[src/multi_base_timer_bank_top_defines.svh]
// Assertion macros used by the timer bank controller.
// Each macro expects signals named clock and reset in the module that uses it.
`ifndef MULTI_BASE_TIMER_BANK_TOP_DEFINES_SVH
`define MULTI_BASE_TIMER_BANK_TOP_DEFINES_SVH

// The consequent must hold in the same cycle as the antecedent.
`define MBTB_ASSERT_NOW(label, ante, cons) \
   label: assert property (@(posedge clock) disable iff (reset) (ante) |-> (cons)) \
      else $error("timer bank check failed");

// The consequent must hold in the cycle after the antecedent.
`define MBTB_ASSERT_NEXT(label, ante, cons) \
   label: assert property (@(posedge clock) disable iff (reset) (ante) |=> (cons)) \
      else $error("timer bank check failed");

`endif

[src/mbtb_pkg.sv]
package mbtb_pkg;

   localparam int NUM_BASES  = 4;
   localparam int BASE_W     = 2;
   localparam int RELOAD_W   = 16;
   localparam int ID_W       = 6;
   localparam int FUNC_W     = 2;
   localparam int KIND_W     = 2;
   localparam int MAX_EVENTS = 16;
   localparam int EV_W       = 5;

   localparam logic [RELOAD_W-1:0] RELOAD_RESET [NUM_BASES] =
      '{16'd1, 16'd10, 16'd100, 16'd1000};

   typedef enum logic [FUNC_W-1:0] {
      FUNC_TICK  = 2'd0,
      FUNC_SET   = 2'd1,
      FUNC_CHECK = 2'd2
   } func_type;

   typedef enum logic [KIND_W-1:0] {
      KIND_SET    = 2'd0,
      KIND_CHECK  = 2'd1,
      KIND_EXPIRY = 2'd2
   } kind_type;

   typedef enum logic [1:0] {
      OUT_EVENT = 2'd0,
      OUT_SET   = 2'd1,
      OUT_CHECK = 2'd2
   } out_sel_type;

   typedef struct packed {
      logic              latch_req;
      logic [BASE_W-1:0] base_sel;
      logic              base_dec;
      logic              base_reload;
      logic              rd_en;
      logic              wr_en;
      logic              addr_sel_id;
      logic [ID_W-1:0]   walk_addr;
      logic              pend_load;
      logic              pend_clear;
      logic              out_load;
      out_sel_type       out_sel;
      logic              out_last;
   } cmd_type;

   typedef struct packed {
      logic base_fire;
      logic rd_nonzero;
      logic rd_expire;
      logic id_valid;
      logic pend_valid;
      logic out_free;
   } sts_type;

endpackage

[src/multi_base_timer_bank_top.sv]
// Bank of 4*TIMERS_PER_BASE down-count timers in four groups, each group paced by
// its own base counter reloaded from the reload_base registers (csr_index 0 to 3).
// A tick item steps the four base counters; each group whose counter runs out is
// walked slot by slot through the single-port timer memory, counting every nonzero
// timer down and giving an expiry item (kind 2) for each timer that reaches zero
// with notify set, at most 16 per tick, the final one marked by rsp_last. A tick
// with no expiry gives no result. A set item (kind 0) loads timeout and notify and
// answers with flag set when the id names a timer; a check item (kind 1) answers
// with flag set when the timer is at zero, which a never-set timer is. Items are
// taken one at a time: a set passes through ST_SET and a check through ST_CHK_RD
// and ST_CHK_ANS until the result is registered; a tick passes through ST_BASE
// once per base counter and closes in ST_FINAL, with an ST_READ memory read and
// an ST_UPDATE step per timer of each group whose base runs out, writing back
// each nonzero count; a stall on the result side can hold the steps that load a result.
// A finished result waits in the output register while the next item is taken.
module multi_base_timer_bank_top
   import mbtb_pkg::*;
#(
   parameter int TIMERS_PER_BASE = 4,
   parameter int COUNT_WIDTH     = 32
) (
   input  logic                clock,
   input  logic                reset,
   // Configuration writes.
   input  logic                csr_wr_en,
   input  logic [BASE_W-1:0]   csr_index,
   input  logic [RELOAD_W-1:0] csr_wr_data,
   // Request items.
   input  logic                req_valid,
   output logic                req_stall,
   input  logic [FUNC_W-1:0]   req_func,
   input  logic [ID_W-1:0]     req_timer_id,
   input  logic [31:0]         req_timeout_value,
   input  logic                req_notify_enable,
   // Result items.
   output logic                rsp_valid,
   input  logic                rsp_stall,
   output logic [KIND_W-1:0]   rsp_kind,
   output logic [ID_W-1:0]     rsp_timer_index,
   output logic                rsp_flag,
   output logic                rsp_last
);

   cmd_type cmd;
   sts_type sts;

   // The controller sequences ticks, sets and checks.
   mbtb_controller #(
      .TIMERS_PER_BASE(TIMERS_PER_BASE)
   ) u_ctrl (
      .clock     (clock),
      .reset     (reset),
      .req_valid (req_valid),
      .req_func  (req_func),
      .req_stall (req_stall),
      .cmd       (cmd),
      .sts       (sts)
   );

   // The datapath holds the base counters, timer memory and output register.
   mbtb_datapath #(
      .TIMERS_PER_BASE(TIMERS_PER_BASE),
      .COUNT_WIDTH    (COUNT_WIDTH)
   ) u_dp (
      .clock             (clock),
      .reset             (reset),
      .csr_wr_en         (csr_wr_en),
      .csr_index         (csr_index),
      .csr_wr_data       (csr_wr_data),
      .req_timer_id      (req_timer_id),
      .req_timeout_value (req_timeout_value),
      .req_notify_enable (req_notify_enable),
      .cmd               (cmd),
      .sts               (sts),
      .rsp_valid         (rsp_valid),
      .rsp_stall         (rsp_stall),
      .rsp_kind          (rsp_kind),
      .rsp_timer_index   (rsp_timer_index),
      .rsp_flag          (rsp_flag),
      .rsp_last          (rsp_last)
   );

endmodule

[src/mbtb_datapath.sv]
module mbtb_datapath
   import mbtb_pkg::*;
#(
   parameter int TIMERS_PER_BASE = 4,
   parameter int COUNT_WIDTH     = 32
) (
   input  logic                clock,
   input  logic                reset,
   input  logic                csr_wr_en,
   input  logic [BASE_W-1:0]   csr_index,
   input  logic [RELOAD_W-1:0] csr_wr_data,
   input  logic [ID_W-1:0]     req_timer_id,
   input  logic [31:0]         req_timeout_value,
   input  logic                req_notify_enable,
   input  cmd_type             cmd,
   output sts_type             sts,
   output logic                rsp_valid,
   input  logic                rsp_stall,
   output logic [KIND_W-1:0]   rsp_kind,
   output logic [ID_W-1:0]     rsp_timer_index,
   output logic                rsp_flag,
   output logic                rsp_last
);

   localparam int NUM_TIMERS = NUM_BASES * TIMERS_PER_BASE;
   localparam int IDX_W      = $clog2(NUM_TIMERS);

   // Base counters and their reload registers.
   logic [RELOAD_W-1:0] reload_ff   [NUM_BASES];
   logic [RELOAD_W-1:0] reload_in   [NUM_BASES];
   logic [RELOAD_W-1:0] base_cnt_ff [NUM_BASES];
   logic [RELOAD_W-1:0] base_cnt_in [NUM_BASES];

   always_comb begin
      for (int b = 0; b < NUM_BASES; b++) begin
         reload_in[b]   = reload_ff[b];
         base_cnt_in[b] = base_cnt_ff[b];
         if (csr_wr_en && (csr_index == BASE_W'(b))) begin
            reload_in[b] = csr_wr_data;
         end
         if (cmd.base_sel == BASE_W'(b)) begin
            if (cmd.base_dec) begin
               base_cnt_in[b] = base_cnt_ff[b] - RELOAD_W'(1);
            end else if (cmd.base_reload) begin
               base_cnt_in[b] = reload_ff[b];
            end
         end
      end
   end

   always_ff @(posedge clock) begin
      for (int b = 0; b < NUM_BASES; b++) begin
         if (reset) begin
            reload_ff[b]   <= RELOAD_RESET[b];
            base_cnt_ff[b] <= RELOAD_RESET[b];
         end else begin
            reload_ff[b]   <= reload_in[b];
            base_cnt_ff[b] <= base_cnt_in[b];
         end
      end
   end

   assign sts.base_fire = (base_cnt_ff[cmd.base_sel] <= RELOAD_W'(1));

   // Latched request payload.
   logic [ID_W-1:0]        id_ff;
   logic [COUNT_WIDTH-1:0] timeout_ff;
   logic                   notify_ff;

   always_ff @(posedge clock) begin
      if (cmd.latch_req) begin
         id_ff      <= req_timer_id;
         timeout_ff <= req_timeout_value[COUNT_WIDTH-1:0];
         notify_ff  <= req_notify_enable;
      end
   end

   assign sts.id_valid = ({1'b0, id_ff} < (ID_W+1)'(NUM_TIMERS));

   // Timer memory: each word holds the notify flag above the count. Entries
   // not yet written read as zero through their valid bits.
   logic [COUNT_WIDTH:0]   mem [NUM_TIMERS];
   logic [NUM_TIMERS-1:0]  vld_ff;
   logic [COUNT_WIDTH:0]   rd_ff;
   logic                   rd_vld_ff;
   logic [IDX_W-1:0]       addr;
   logic [COUNT_WIDTH:0]   wdata;
   logic [COUNT_WIDTH-1:0] cnt;
   logic                   ntf;
   logic [COUNT_WIDTH-1:0] cnt_dec;

   assign addr    = cmd.addr_sel_id ? id_ff[IDX_W-1:0] : cmd.walk_addr[IDX_W-1:0];
   assign cnt     = rd_vld_ff ? rd_ff[COUNT_WIDTH-1:0] : '0;
   assign ntf     = rd_vld_ff & rd_ff[COUNT_WIDTH];
   assign cnt_dec = cnt - COUNT_WIDTH'(1);
   assign wdata   = cmd.addr_sel_id ? {notify_ff, timeout_ff} : {ntf, cnt_dec};

   always_ff @(posedge clock) begin
      if (cmd.wr_en) begin
         mem[addr] <= wdata;
      end
      if (cmd.rd_en) begin
         rd_ff     <= mem[addr];
         rd_vld_ff <= vld_ff[addr];
      end
   end

   always_ff @(posedge clock) begin
      if (reset) begin
         vld_ff <= '0;
      end else if (cmd.wr_en) begin
         vld_ff[addr] <= 1'b1;
      end
   end

   assign sts.rd_nonzero = (cnt != '0);
   assign sts.rd_expire  = (cnt == COUNT_WIDTH'(1)) && ntf;

   // One held expiry event, so that the final event of a tick can carry last.
   logic            pend_valid_ff;
   logic            pend_valid_in;
   logic [ID_W-1:0] pend_idx_ff;

   assign pend_valid_in = cmd.pend_load | (pend_valid_ff & ~cmd.pend_clear);

   always_ff @(posedge clock) begin
      if (reset) begin
         pend_valid_ff <= 1'b0;
      end else begin
         pend_valid_ff <= pend_valid_in;
      end
   end

   always_ff @(posedge clock) begin
      if (cmd.pend_load) begin
         pend_idx_ff <= cmd.walk_addr;
      end
   end

   assign sts.pend_valid = pend_valid_ff;

   // Output register.
   logic              rsp_valid_ff;
   logic              rsp_valid_in;
   logic [KIND_W-1:0] rsp_kind_ff;
   logic [ID_W-1:0]   rsp_idx_ff;
   logic              rsp_flag_ff;
   logic              rsp_last_ff;

   assign sts.out_free = ~rsp_valid_ff | ~rsp_stall;
   assign rsp_valid_in = cmd.out_load | (rsp_valid_ff & rsp_stall);

   always_ff @(posedge clock) begin
      if (reset) begin
         rsp_valid_ff <= 1'b0;
      end else begin
         rsp_valid_ff <= rsp_valid_in;
      end
   end

   always_ff @(posedge clock) begin
      if (cmd.out_load) begin
         rsp_last_ff <= cmd.out_last;
         case (cmd.out_sel)
            OUT_SET: begin
               rsp_kind_ff <= KIND_SET;
               rsp_idx_ff  <= id_ff;
               rsp_flag_ff <= sts.id_valid;
            end
            OUT_CHECK: begin
               rsp_kind_ff <= KIND_CHECK;
               rsp_idx_ff  <= id_ff;
               rsp_flag_ff <= sts.id_valid & (cnt == '0);
            end
            default: begin
               rsp_kind_ff <= KIND_EXPIRY;
               rsp_idx_ff  <= pend_idx_ff;
               rsp_flag_ff <= 1'b1;
            end
         endcase
      end
   end

   assign rsp_valid       = rsp_valid_ff;
   assign rsp_kind        = rsp_kind_ff;
   assign rsp_timer_index = rsp_idx_ff;
   assign rsp_flag        = rsp_flag_ff;
   assign rsp_last        = rsp_last_ff;

endmodule

[src/mbtb_controller.sv]
`include "multi_base_timer_bank_top_defines.svh"

module mbtb_controller
   import mbtb_pkg::*;
#(
   parameter int TIMERS_PER_BASE = 4
) (
   input  logic              clock,
   input  logic              reset,
   input  logic              req_valid,
   input  logic [FUNC_W-1:0] req_func,
   output logic              req_stall,
   output cmd_type           cmd,
   input  sts_type           sts
);

   localparam int SLOT_W = (TIMERS_PER_BASE > 1) ? $clog2(TIMERS_PER_BASE) : 1;

   typedef enum logic [7:0] {
      ST_IDLE    = 8'b0000_0001,
      ST_BASE    = 8'b0000_0010,
      ST_READ    = 8'b0000_0100,
      ST_UPDATE  = 8'b0000_1000,
      ST_FINAL   = 8'b0001_0000,
      ST_SET     = 8'b0010_0000,
      ST_CHK_RD  = 8'b0100_0000,
      ST_CHK_ANS = 8'b1000_0000
   } state_type;

   state_type         state_ff, state_in;
   logic [BASE_W-1:0] base_ff, base_in;
   logic [SLOT_W-1:0] slot_ff, slot_in;
   logic [ID_W-1:0]   walk_ff, walk_in;
   logic [EV_W-1:0]   ev_cnt_ff, ev_cnt_in;
   logic              accept;
   logic              expire;
   logic              hold;
   logic              last_slot;
   logic              last_base;

   assign req_stall = (state_ff != ST_IDLE);
   assign accept    = req_valid & ~req_stall;
   assign expire    = sts.rd_expire & (ev_cnt_ff < EV_W'(MAX_EVENTS));
   assign hold      = expire & sts.pend_valid & ~sts.out_free;
   assign last_slot = (slot_ff == SLOT_W'(TIMERS_PER_BASE - 1));
   assign last_base = (base_ff == BASE_W'(NUM_BASES - 1));

   always_comb begin
      state_in  = state_ff;
      base_in   = base_ff;
      slot_in   = slot_ff;
      walk_in   = walk_ff;
      ev_cnt_in = ev_cnt_ff;

      cmd             = '0;
      cmd.out_sel     = OUT_EVENT;
      cmd.base_sel    = base_ff;
      cmd.walk_addr   = walk_ff;
      cmd.latch_req   = accept;

      unique case (state_ff)
         ST_IDLE: begin
            if (accept) begin
               case (req_func)
                  FUNC_TICK: begin
                     state_in  = ST_BASE;
                     base_in   = '0;
                     ev_cnt_in = '0;
                  end
                  FUNC_SET:   state_in = ST_SET;
                  FUNC_CHECK: state_in = ST_CHK_RD;
                  default:    state_in = ST_IDLE;
               endcase
            end
         end
         ST_BASE: begin
            if (sts.base_fire) begin
               cmd.base_reload = 1'b1;
               slot_in  = '0;
               walk_in  = ID_W'(int'(base_ff) * TIMERS_PER_BASE);
               state_in = ST_READ;
            end else begin
               cmd.base_dec = 1'b1;
               if (last_base) begin
                  state_in = ST_FINAL;
               end else begin
                  base_in = base_ff + BASE_W'(1);
               end
            end
         end
         ST_READ: begin
            cmd.rd_en = 1'b1;
            state_in  = ST_UPDATE;
         end
         ST_UPDATE: begin
            if (!hold) begin
               cmd.wr_en = sts.rd_nonzero;
               if (expire) begin
                  cmd.pend_load = 1'b1;
                  ev_cnt_in     = ev_cnt_ff + EV_W'(1);
                  if (sts.pend_valid) begin
                     cmd.out_load = 1'b1;
                     cmd.out_sel  = OUT_EVENT;
                     cmd.out_last = 1'b0;
                  end
               end
               if (last_slot) begin
                  if (last_base) begin
                     state_in = ST_FINAL;
                  end else begin
                     base_in  = base_ff + BASE_W'(1);
                     state_in = ST_BASE;
                  end
               end else begin
                  slot_in  = slot_ff + SLOT_W'(1);
                  walk_in  = walk_ff + ID_W'(1);
                  state_in = ST_READ;
               end
            end
         end
         ST_FINAL: begin
            if (!sts.pend_valid) begin
               state_in = ST_IDLE;
            end else if (sts.out_free) begin
               cmd.out_load   = 1'b1;
               cmd.out_sel    = OUT_EVENT;
               cmd.out_last   = 1'b1;
               cmd.pend_clear = 1'b1;
               state_in       = ST_IDLE;
            end
         end
         ST_SET: begin
            cmd.addr_sel_id = 1'b1;
            if (sts.out_free) begin
               cmd.wr_en    = sts.id_valid;
               cmd.out_load = 1'b1;
               cmd.out_sel  = OUT_SET;
               cmd.out_last = 1'b1;
               state_in     = ST_IDLE;
            end
         end
         ST_CHK_RD: begin
            cmd.addr_sel_id = 1'b1;
            cmd.rd_en       = 1'b1;
            state_in        = ST_CHK_ANS;
         end
         ST_CHK_ANS: begin
            if (sts.out_free) begin
               cmd.out_load = 1'b1;
               cmd.out_sel  = OUT_CHECK;
               cmd.out_last = 1'b1;
               state_in     = ST_IDLE;
            end
         end
         default: state_in = ST_IDLE;
      endcase
   end

   always_ff @(posedge clock) begin
      if (reset) begin
         state_ff  <= ST_IDLE;
         base_ff   <= '0;
         slot_ff   <= '0;
         walk_ff   <= '0;
         ev_cnt_ff <= '0;
      end else begin
         state_ff  <= state_in;
         base_ff   <= base_in;
         slot_ff   <= slot_in;
         walk_ff   <= walk_in;
         ev_cnt_ff <= ev_cnt_in;
      end
   end

   `MBTB_ASSERT_NOW(a_out_load_free, cmd.out_load, sts.out_free)
   `MBTB_ASSERT_NOW(a_no_pend_loss, cmd.pend_load && sts.pend_valid, cmd.out_load)
   `MBTB_ASSERT_NOW(a_rd_wr_excl, cmd.rd_en, !cmd.wr_en)
   `MBTB_ASSERT_NOW(a_ev_bound, 1'b1, ev_cnt_ff <= EV_W'(MAX_EVENTS))
   `MBTB_ASSERT_NEXT(a_tick_start, accept && (req_func == FUNC_TICK), ev_cnt_ff == '0)

endmodule

[config.mk]
export PLATFORM = sky130hd
export DESIGN_NAME = multi_base_timer_bank_top
export DESIGN_NICKNAME = d
export VERILOG_FILES = /design/src/mbtb_pkg.sv /design/src/multi_base_timer_bank_top.sv /design/src/mbtb_datapath.sv /design/src/mbtb_controller.sv
export VERILOG_INCLUDE_DIRS = /design/src /design/src/src
export SDC_FILE = /design/constraint.sdc
export NUM_CORES = 1
export LEC_CHECK = 0
export ABC_AREA = 1
export BUFFER_PORTS_ARGS = -buffer_cell sky130_fd_sc_hd__buf_4
export CAP_MARGIN = 20
export CORE_UTILIZATION = 50
export CTS_BUF_LIST = sky130_fd_sc_hd__clkbuf_8
export DETAILED_ROUTE_END_ITERATION = 12
export PLACE_DENSITY = 0.65
export SLEW_MARGIN = 20
export SYNTH_ARGS = -nofsm -noshare
export SYNTH_HDL_FRONTEND = slang
export SYNTH_SLANG_ARGS = --single-unit
[constraint.sdc]
create_clock -name clock -period 4.9 [get_ports clock]
set_clock_uncertainty 0.15 [all_clocks]
set_input_delay 0.245 -clock clock [delete_from_list [all_inputs] [get_ports clock]]
set_output_delay 0.245 -clock clock [all_outputs]
set_load 0.005 [all_outputs]
==> impl_metrics.tcl, run 1 <==
set metrics [dict create \
    outcome "complete, no violations" \
    ir_drop_mv 0.224 \
    ys_seq_elements 788 \
    synth_area_per_cell_um2 9.04 \
    totalPowerFinal_mw 14.0 \
    initialDrtViolationCount 2787 \
    relSlewSlack_pct 30.2 \
    final_nets 4217 \
    fin_setup_tns_ns 0 \
    final_cell_mix "nand2_1 (1,667), edfxtp_1 (617), nand3_1 (300)" \
    drive_gt1_share_pct 9.59 \
    period_needed_ns 4.32 \
    numPortBuffers 75 \
    syn_area_um2 35500 \
    synth_edf_count 617 \
    synth_nets 3997 \
    initial_core_util_pct 50.5 \
    clock_latency_ns 0.83 \
    firstDrtPassIters 5 \
    crit_chain "buf_4 > nand2_1 > inv_1 > ha_1 > nor3b_1 > nand3_1 > nor2_4 > nand3_2 > nand2_2 > nand2_1 > nand3_1 > nor2_4 > buf_4" \
    path_clk_slew_ns 0.06 \
    seqCellArea_um2 22000 \
    synth_flop_cell "edfxtp_1" \
    grt_max_degree 74 \
    rsz0062_at_grt "false" \
    via_count 27500 \
    rrSetupSlack_ns 0.58 \
    postCtsSetupBuffers 0 \
    overflow 0 \
    tightest_slew_ns 1.05 \
    cp.arrival_ns 4.69 \
    antenna_found_initial 2 \
    rows 97 \
    rr_worst_depth 13 \
    hold_depth 3 \
    wl_mm 97.5 \
    pre_cts_ws_ns 0.693 \
    drc_errors 0 \
    timing.rr.start "u_dp.rd_vld_ff$_DFFE_PP_" \
    worstHoldPathType "in -> reg" \
    clock.fmax_mhz 231 \
    core_um2 70100 \
    io_pins 76 \
    dieArea_um2 72000 \
    cts_buffers 135 \
    worst_slack_ns 0.579 \
    groute.usage.overall_pct 27.3 \
    setup_viol 0 \
    area_delta_synth_final_pct 15.4 \
    crit_required_ns 5.27 \
    place_congestion 0.908 \
    die_w_um 268 \
    r2r-end "u_dp.mem[7][12]$_DFFE_PP_" \
    nFillCells 6192 \
    yosys.cell_types.count 45 \
    cts_tree "done" \
    async_flop_share_pct 0 \
    p_per_area_nw_per_um2 343 \
    power.leakage_nw 17.0 \
    hpwl_mm 57.8 \
    hold_start "csr_wr_en" \
    cp_max_fo 26 \
    multiInputGateArea_um2 11900 \
    clockBufferDepth 3 \
    crit_type "reg -> reg" \
    yosys_warnings 0 \
    syn_inst 3921 \
    crit_path_start_kind "flip-flop" \
    grt_pass1_wl_mm 149 \
    die_h_um 268 \
    clock_sinks 788 \
    cts_htree_levels 4 \
    viasPerCell 5.30 \
    ys_seq_area_share_pct 61.9 \
    cap_viol_max_count 0 \
    final_common_cell "nand2_1" \
    max_stage_delay_ns 0.82 \
    worst_setup_path_end_kind "flip-flop" \
    grt_pass1_vias 25800 \
    cts-root-buf "clkbuf_8" \
    slowest_stage "edfxtp_1" \
    fin_crit_sh_pct 88.2 \
    whs_endpoint "u_dp.reload_ff[0][7]$_SDFFE_PP0P_" \
    wl_per_cell_um 18.8 \
    finalHoldViolCount 0 \
    timing.final.max_slew_violations 0 \
    antenna_left 0 \
]
## critical path: cells and delay by family, from the launching register on
kind / cells / cell delay, ns
simple gates: 9 / 2.15
buf+inv: 3 / 0.75
fa+ha+maj: 1 / 0.14
flops: 1 / 0.82
## area by class of cell
cell class	count	area share (%)
Clock buffer	146	4.91
Timing Repair Buffer	273	6.01
Multi-Input combinational cell	2694	29.0
Antenna cell	2	0.0122
Tap cell	940	2.87
Clock inverter	93	1.28
Sequential cell	788	53.6
Inverter	249	2.28
## registers in the layout (all words and copies together) (netlist names), 8 cells and up, named ones only
signal,flops
u_dp.base_cnt_ff,64
u_dp.timeout_ff,32
u_dp.mem,528
u_ctrl.state_ff,8
u_dp.reload_ff,64
u_dp.rd_ff,33
u_dp.vld_ff,16
## Yosys cell counts, types with 2 or more instances
cell / n / area, um^2
buf_1: 7 / 26.3
nand4_1: 28 / 175
o211ai_1: 7 / 52.6
nor3_2: 2 / 20.0
dfxtp_1: 171 / 3420
o21ai_1: 5 / 25.0
o21ai_2: 3 / 26.3
xor2_1: 35 / 307
mux2_2: 2 / 22.5
buf_2: 88 / 440
nand3b_1: 9 / 67.6
nand3_1: 302 / 1510
nand2_1: 1670 / 6270
a31oi_1: 19 / 119
nor2_1: 227 / 852
or2_2: 10 / 62.6
nor4_1: 4 / 25.0
a21oi_1: 136 / 681
nor2_4: 3 / 33.8
inv_2: 8 / 30.0
o31ai_1: 3 / 22.5
ha_1: 12 / 150
edfxtp_1: 617 / 18500
xnor2_1: 13 / 114
nand2_2: 9 / 56.3
o21bai_1: 13 / 97.6
nand3_2: 3 / 30.0
nor3_1: 17 / 85.1
clkbuf_1: 75 / 282
o21ai_0: 151 / 756
clkinv_1: 3 / 11.3
buf_6: 4 / 45.0
inv_1: 238 / 893
buf_4: 16 / 120
## cell families after synthesis
kind of cell               Yosys count  share of synthesized area (%)
AOI/OAI and AO/OA                  341                           5.10
adders and majority gates           12                          0.423
DFF                                788                           61.9
muxes                                2                         0.0635
buffers and inverters              439                           5.21
and+or+nand+nor                   2291                           26.1
xor gates and xnor gates            48                           1.19
## where the power goes
part,internal (mW),switching (mW),total (mW)
registers,7.31,0.0530,7.36
clock network,2.92,2.72,5.65
logic,0.311,0.709,1.02
## worst max-delay path by stage
stage                             startpoint                         to  slack (ns)  cells after the start
floorplan           u_dp.rd_vld_ff$_DFFE_PP_  u_dp.mem[11][0]$_DFFE_PP_        1.04                     14
global placement    u_dp.rd_vld_ff$_DFFE_PP_  u_dp.mem[2][18]$_DFFE_PP_        0.70                     12
detailed placement  u_dp.rd_vld_ff$_DFFE_PP_  u_dp.mem[7][21]$_DFFE_PP_        0.69                     12
CTS                 u_dp.rd_vld_ff$_DFFE_PP_  u_dp.mem[7][15]$_DFFE_PP_        0.67                     12
global route        u_dp.rd_vld_ff$_DFFE_PP_  u_dp.mem[7][12]$_DFFE_PP_        0.30                     13
finish              u_dp.rd_vld_ff$_DFFE_PP_  u_dp.mem[7][12]$_DFFE_PP_        0.58                     13
## metrics by stage
step | utilization, % | hold slack (ns) | std cells | cell area (um^2)
after global routing | 58.3 | 0.0955 | 5184 | 40900
after floorplan | - | 0.194 | 3921 | 35500
after detailed placement | 53.1 | 0.274 | 4830 | 37200
after CTS | 58.3 | 0.0263 | 5183 | 40900
final | 58.3 | 0.0846 | 5185 | 40900
after global placement | 53.1 | 0.273 | 4830 | 37200
## metal layers
metal | track usage, % | vias to the layer above | routed length (um)
met1 | 38.2 | 13000 | 42600
met4 | 8.77 | 0 | 2010
met3 | 4.38 | 144 | 7670
met2 | 43.5 | 1020 | 45300
met5 | 0 | - | 0
li1 | - | 13300 | -
## what timing repair did
action | 4_1_cts | 5_1_grt
resized for setup | 0 | 0
hold buffers | 114 | 0
endpoints found under the hold margin | 143 | 0
Power figures use the tool's default switching activity.
==> run 2: changes to the inputs <==
SYNTH_HIERARCHICAL = 1   (was not set)
==> run 2 against run 1 <==
Cell count increased by 0.66%. Design area shrank 1.1%. Global-route usage fell by 0.85 points. Synthesized area decreased by 0.58%. Via count is 1.5% lower. Die area is 0.58% lower. Non-clock buffer count down 40. Maximum frequency up 1.1%. Largest cell class unchanged. Sequential share of layout area increased by 0.52 points. Highest routed layer unchanged. Largest power group unchanged. Clock power is 0.7% higher. First-iteration DRC count down 4.1%. Total power about the same.
==> impl_metrics.tcl, run 2 <==
set metrics [dict create \
    core_um2 69200 \
    yosys-top-cells-area "edfxtp_1 (53%), nand2_1 (21%), dfxtp_1 (9.6%)" \
    initialDrtViolationCount 2672 \
    final_nets 4260 \
    synth_flop_cell "edfxtp_1" \
    cts_htree_levels 4 \
    rrSetupSlack_ns 0.62 \
    top_register "u_dp/mem" \
    path_clk_slew_ns 0.06 \
    period_needed_ns 4.28 \
    rsz0062_at_grt "false" \
    clock_latency_ns 0.78 \
    crit_path_start_kind "flip-flop" \
    tightest_slew_ns 1.07 \
    antenna_found_initial 2 \
    ys_seq_elements 786 \
    synth_nets 4059 \
    clockBufferDepth 3 \
    hold_depth 2 \
    crit_type "reg -> reg" \
    die_w_um 268 \
    timing.rr.start "u_ctrl/state_ff[0]$_SDFFE_PP1P_" \
    outcome "complete, no violations" \
    r2r-end "u_dp/mem[13][24]$_DFFE_PP_" \
    initial_core_util_pct 51.0 \
    rows 96 \
    place_congestion 0.929 \
    clock.fmax_mhz 234 \
    groute.usage.overall_pct 26.4 \
    crit_required_ns 5.18 \
    worst_setup_path_end_kind "flip-flop" \
    antenna_left 0 \
    setup_viol 0 \
    drive_gt1_share_pct 8.98 \
    nFillCells 6106 \
    syn_area_um2 35300 \
    yosys_warnings 6 \
    viasPerCell 5.19 \
    syn_inst 3982 \
    path_delay_family "simple AND/OR/NAND/NOR gates" \
    final_area_um2 40400 \
    ys_seq_area_share_pct 62.2 \
    largest_reg_flops 528 \
    whs_endpoint "u_dp/timeout_ff[4]$_DFFE_PP_" \
    netlist.area_leader.share_pct 52.6 \
    cts_tree "done" \
    cts_buffers 135 \
    rr_worst_depth 13 \
    hold_buffers 109 \
    postCtsSetupBuffers 0 \
    area_delta_synth_final_pct 14.7 \
    slowest_stage "nor2_4" \
    fin_crit_sh_pct 87.3 \
    totalPowerFinal_mw 14.0 \
    via_count 27100 \
    power.leakage_nw 16.8 \
    numPortBuffers 75 \
    firstDrtPassIters 6 \
    cp_max_fo 68 \
    worst-path-buf-inv 5 \
    ir_drop_mv 0.216 \
    synth_area_per_cell_um2 8.85 \
    wl_mm 93.5 \
    clock_sinks 786 \
    io_pins 76 \
    cp.arrival_ns 4.56 \
    final_cell_mix "nand2_1 (1,962), edfxtp_1 (617), inv_1 (276)" \
    die_h_um 268 \
    yosys.cell_types.count 42 \
    synth_top_area_cell "edfxtp_1" \
    finalHoldViolCount 0 \
    timing.final.max_slew_violations 0 \
    fin_setup_tns_ns 0 \
    relSlewSlack_pct 28.5 \
    top_regs "u_dp/mem: 528 flops, u_dp/base_cnt_ff: 64 flops, u_dp/reload_ff: 64 flops" \
    worstHoldPathType "in -> reg" \
    final_common_cell "nand2_1" \
    max_stage_delay_ns 0.53 \
    drc_errors 0 \
    overflow 0 \
    cts-root-buf "clkbuf_8" \
    grt_max_degree 120 \
    grt_pass1_wl_mm 144 \
    hold_start "req_timeout_value[4]" \
    async_flop_share_pct 0 \
    cts-resized-gates 0 \
    hpwl_mm 56.8 \
    p_per_area_nw_per_um2 347 \
    dieArea_um2 71600 \
    cap_viol_max_count 0 \
    synth_edf_count 617 \
    grt_pass1_vias 25300 \
    crit_chain "inv_1 > nand2_1 > nor2_4 > nand4_1 > nand2_2 > inv_2 > nand2_1 > nand2_8 > inv_8 > nor3_2 > inv_2 > nor2_4 > buf_4" \
    synth_common_cells "nand2_1 (1,964), edfxtp_1 (617), nor2_1 (245)" \
    wl_per_cell_um 17.9 \
    yosysMostFrequentCell "nand2_1" \
    placed_cell_area_um2 36700 \
]
run 2: cell types whose count changed in the layout (fill, tap and decap cells not counted), sizes merged, moves of 6 or more:
| cell | before | now |
|---|---|---|
| or2 | 10 | 1 |
| o21ai | 159 | 140 |
| a21oi | 136 | 147 |
| o21bai | 13 | 0 |
| xor2 | 35 | 13 |
| a31oi | 19 | 3 |
| a211oi | 0 | 6 |
| nor2 | 231 | 269 |
| nand2 | 1680 | 1980 |
| nand4 | 30 | 10 |
| buf | 159 | 124 |
| nand3 | 305 | 126 |
run 2: how the worst max path moves through the flow:
stage,start,slack [ns],depth (start not counted),end
6_report,u_ctrl/state_ff[0]$_SDFFE_PP1P_,0.62,13,u_dp/mem[13][24]$_DFFE_PP_
5_1_grt,u_ctrl/state_ff[0]$_SDFFE_PP1P_,0.36,13,u_dp/mem[13][25]$_DFFE_PP_
4_1_cts,u_dp/rd_vld_ff$_DFFE_PP_,0.61,17,u_dp/mem[0][29]$_DFFE_PP_
3_5_place_dp,u_dp/rd_vld_ff$_DFFE_PP_,0.64,17,u_dp/mem[0][32]$_DFFE_PP_
3_3_place_gp,u_dp/rd_vld_ff$_DFFE_PP_,0.69,17,u_dp/mem[0][28]$_DFFE_PP_
2_1_floorplan,u_dp/rd_vld_ff$_DFFE_PP_,0.90,17,u_dp/mem[11][0]$_DFFE_PP_
run 2: where the power goes:
| group | switching (mW) | internal [mW] | total, mW |
|---|---|---|---|
| Clock | 2.62 | 3.07 | 5.69 |
| Combinational | 0.701 | 0.296 | 0.997 |
| Sequential | 0.0449 | 7.30 | 7.34 |
| Total | 3.36 | 10.7 | 14.0 |
run 2: area by class of cell:
class                           instances  area (um^2)  share of cell area (%)
Multi-Input combinational cell       2772        11700                    28.9
Inverter                              255          971                    2.40
Clock inverter                         90          523                    1.29
Tap cell                              931         1160                    2.88
Clock buffer                          150         2060                    5.10
Sequential cell                       786        21900                    54.2
Timing Repair Buffer                  233         2130                    5.27
Antenna cell                            2         5.00                  0.0124
run 2: kinds of logic after synthesis:
kind of cell	Yosys count	synth area share, %
compound gates	313	4.65
xor+xnor	21	0.522
fa+ha+maj	13	0.461
buf+inv	424	5.06
flops	786	62.2
simple gates	2425	27.2
run 2: metrics by stage:
stage | hold WS, ns | instances | worst slack (ns) | utilization [%]
global route | 0.0167 | 5219 | 0.360 | 58.5
detailed placement | 0.274 | 4867 | 0.637 | 53.1
global placement | 0.273 | 4865 | 0.694 | 53.0
finish | 0.0436 | 5219 | 0.625 | 58.5
floorplan | 0.194 | 3982 | 0.899 | -
CTS | 0.0000246 | 5216 | 0.615 | 58.4
run 2: routing by layer:
metal / track usage [%] / up-vias / part of all wire, %
li1: - / 13300 / -
met4: 8.00 / 0 / 2.1
met1: 36.6 / 12700 / 44
met2: 42.6 / 949 / 47
met3: 4.42 / 151 / 7.4
met5: 0 / - / 0
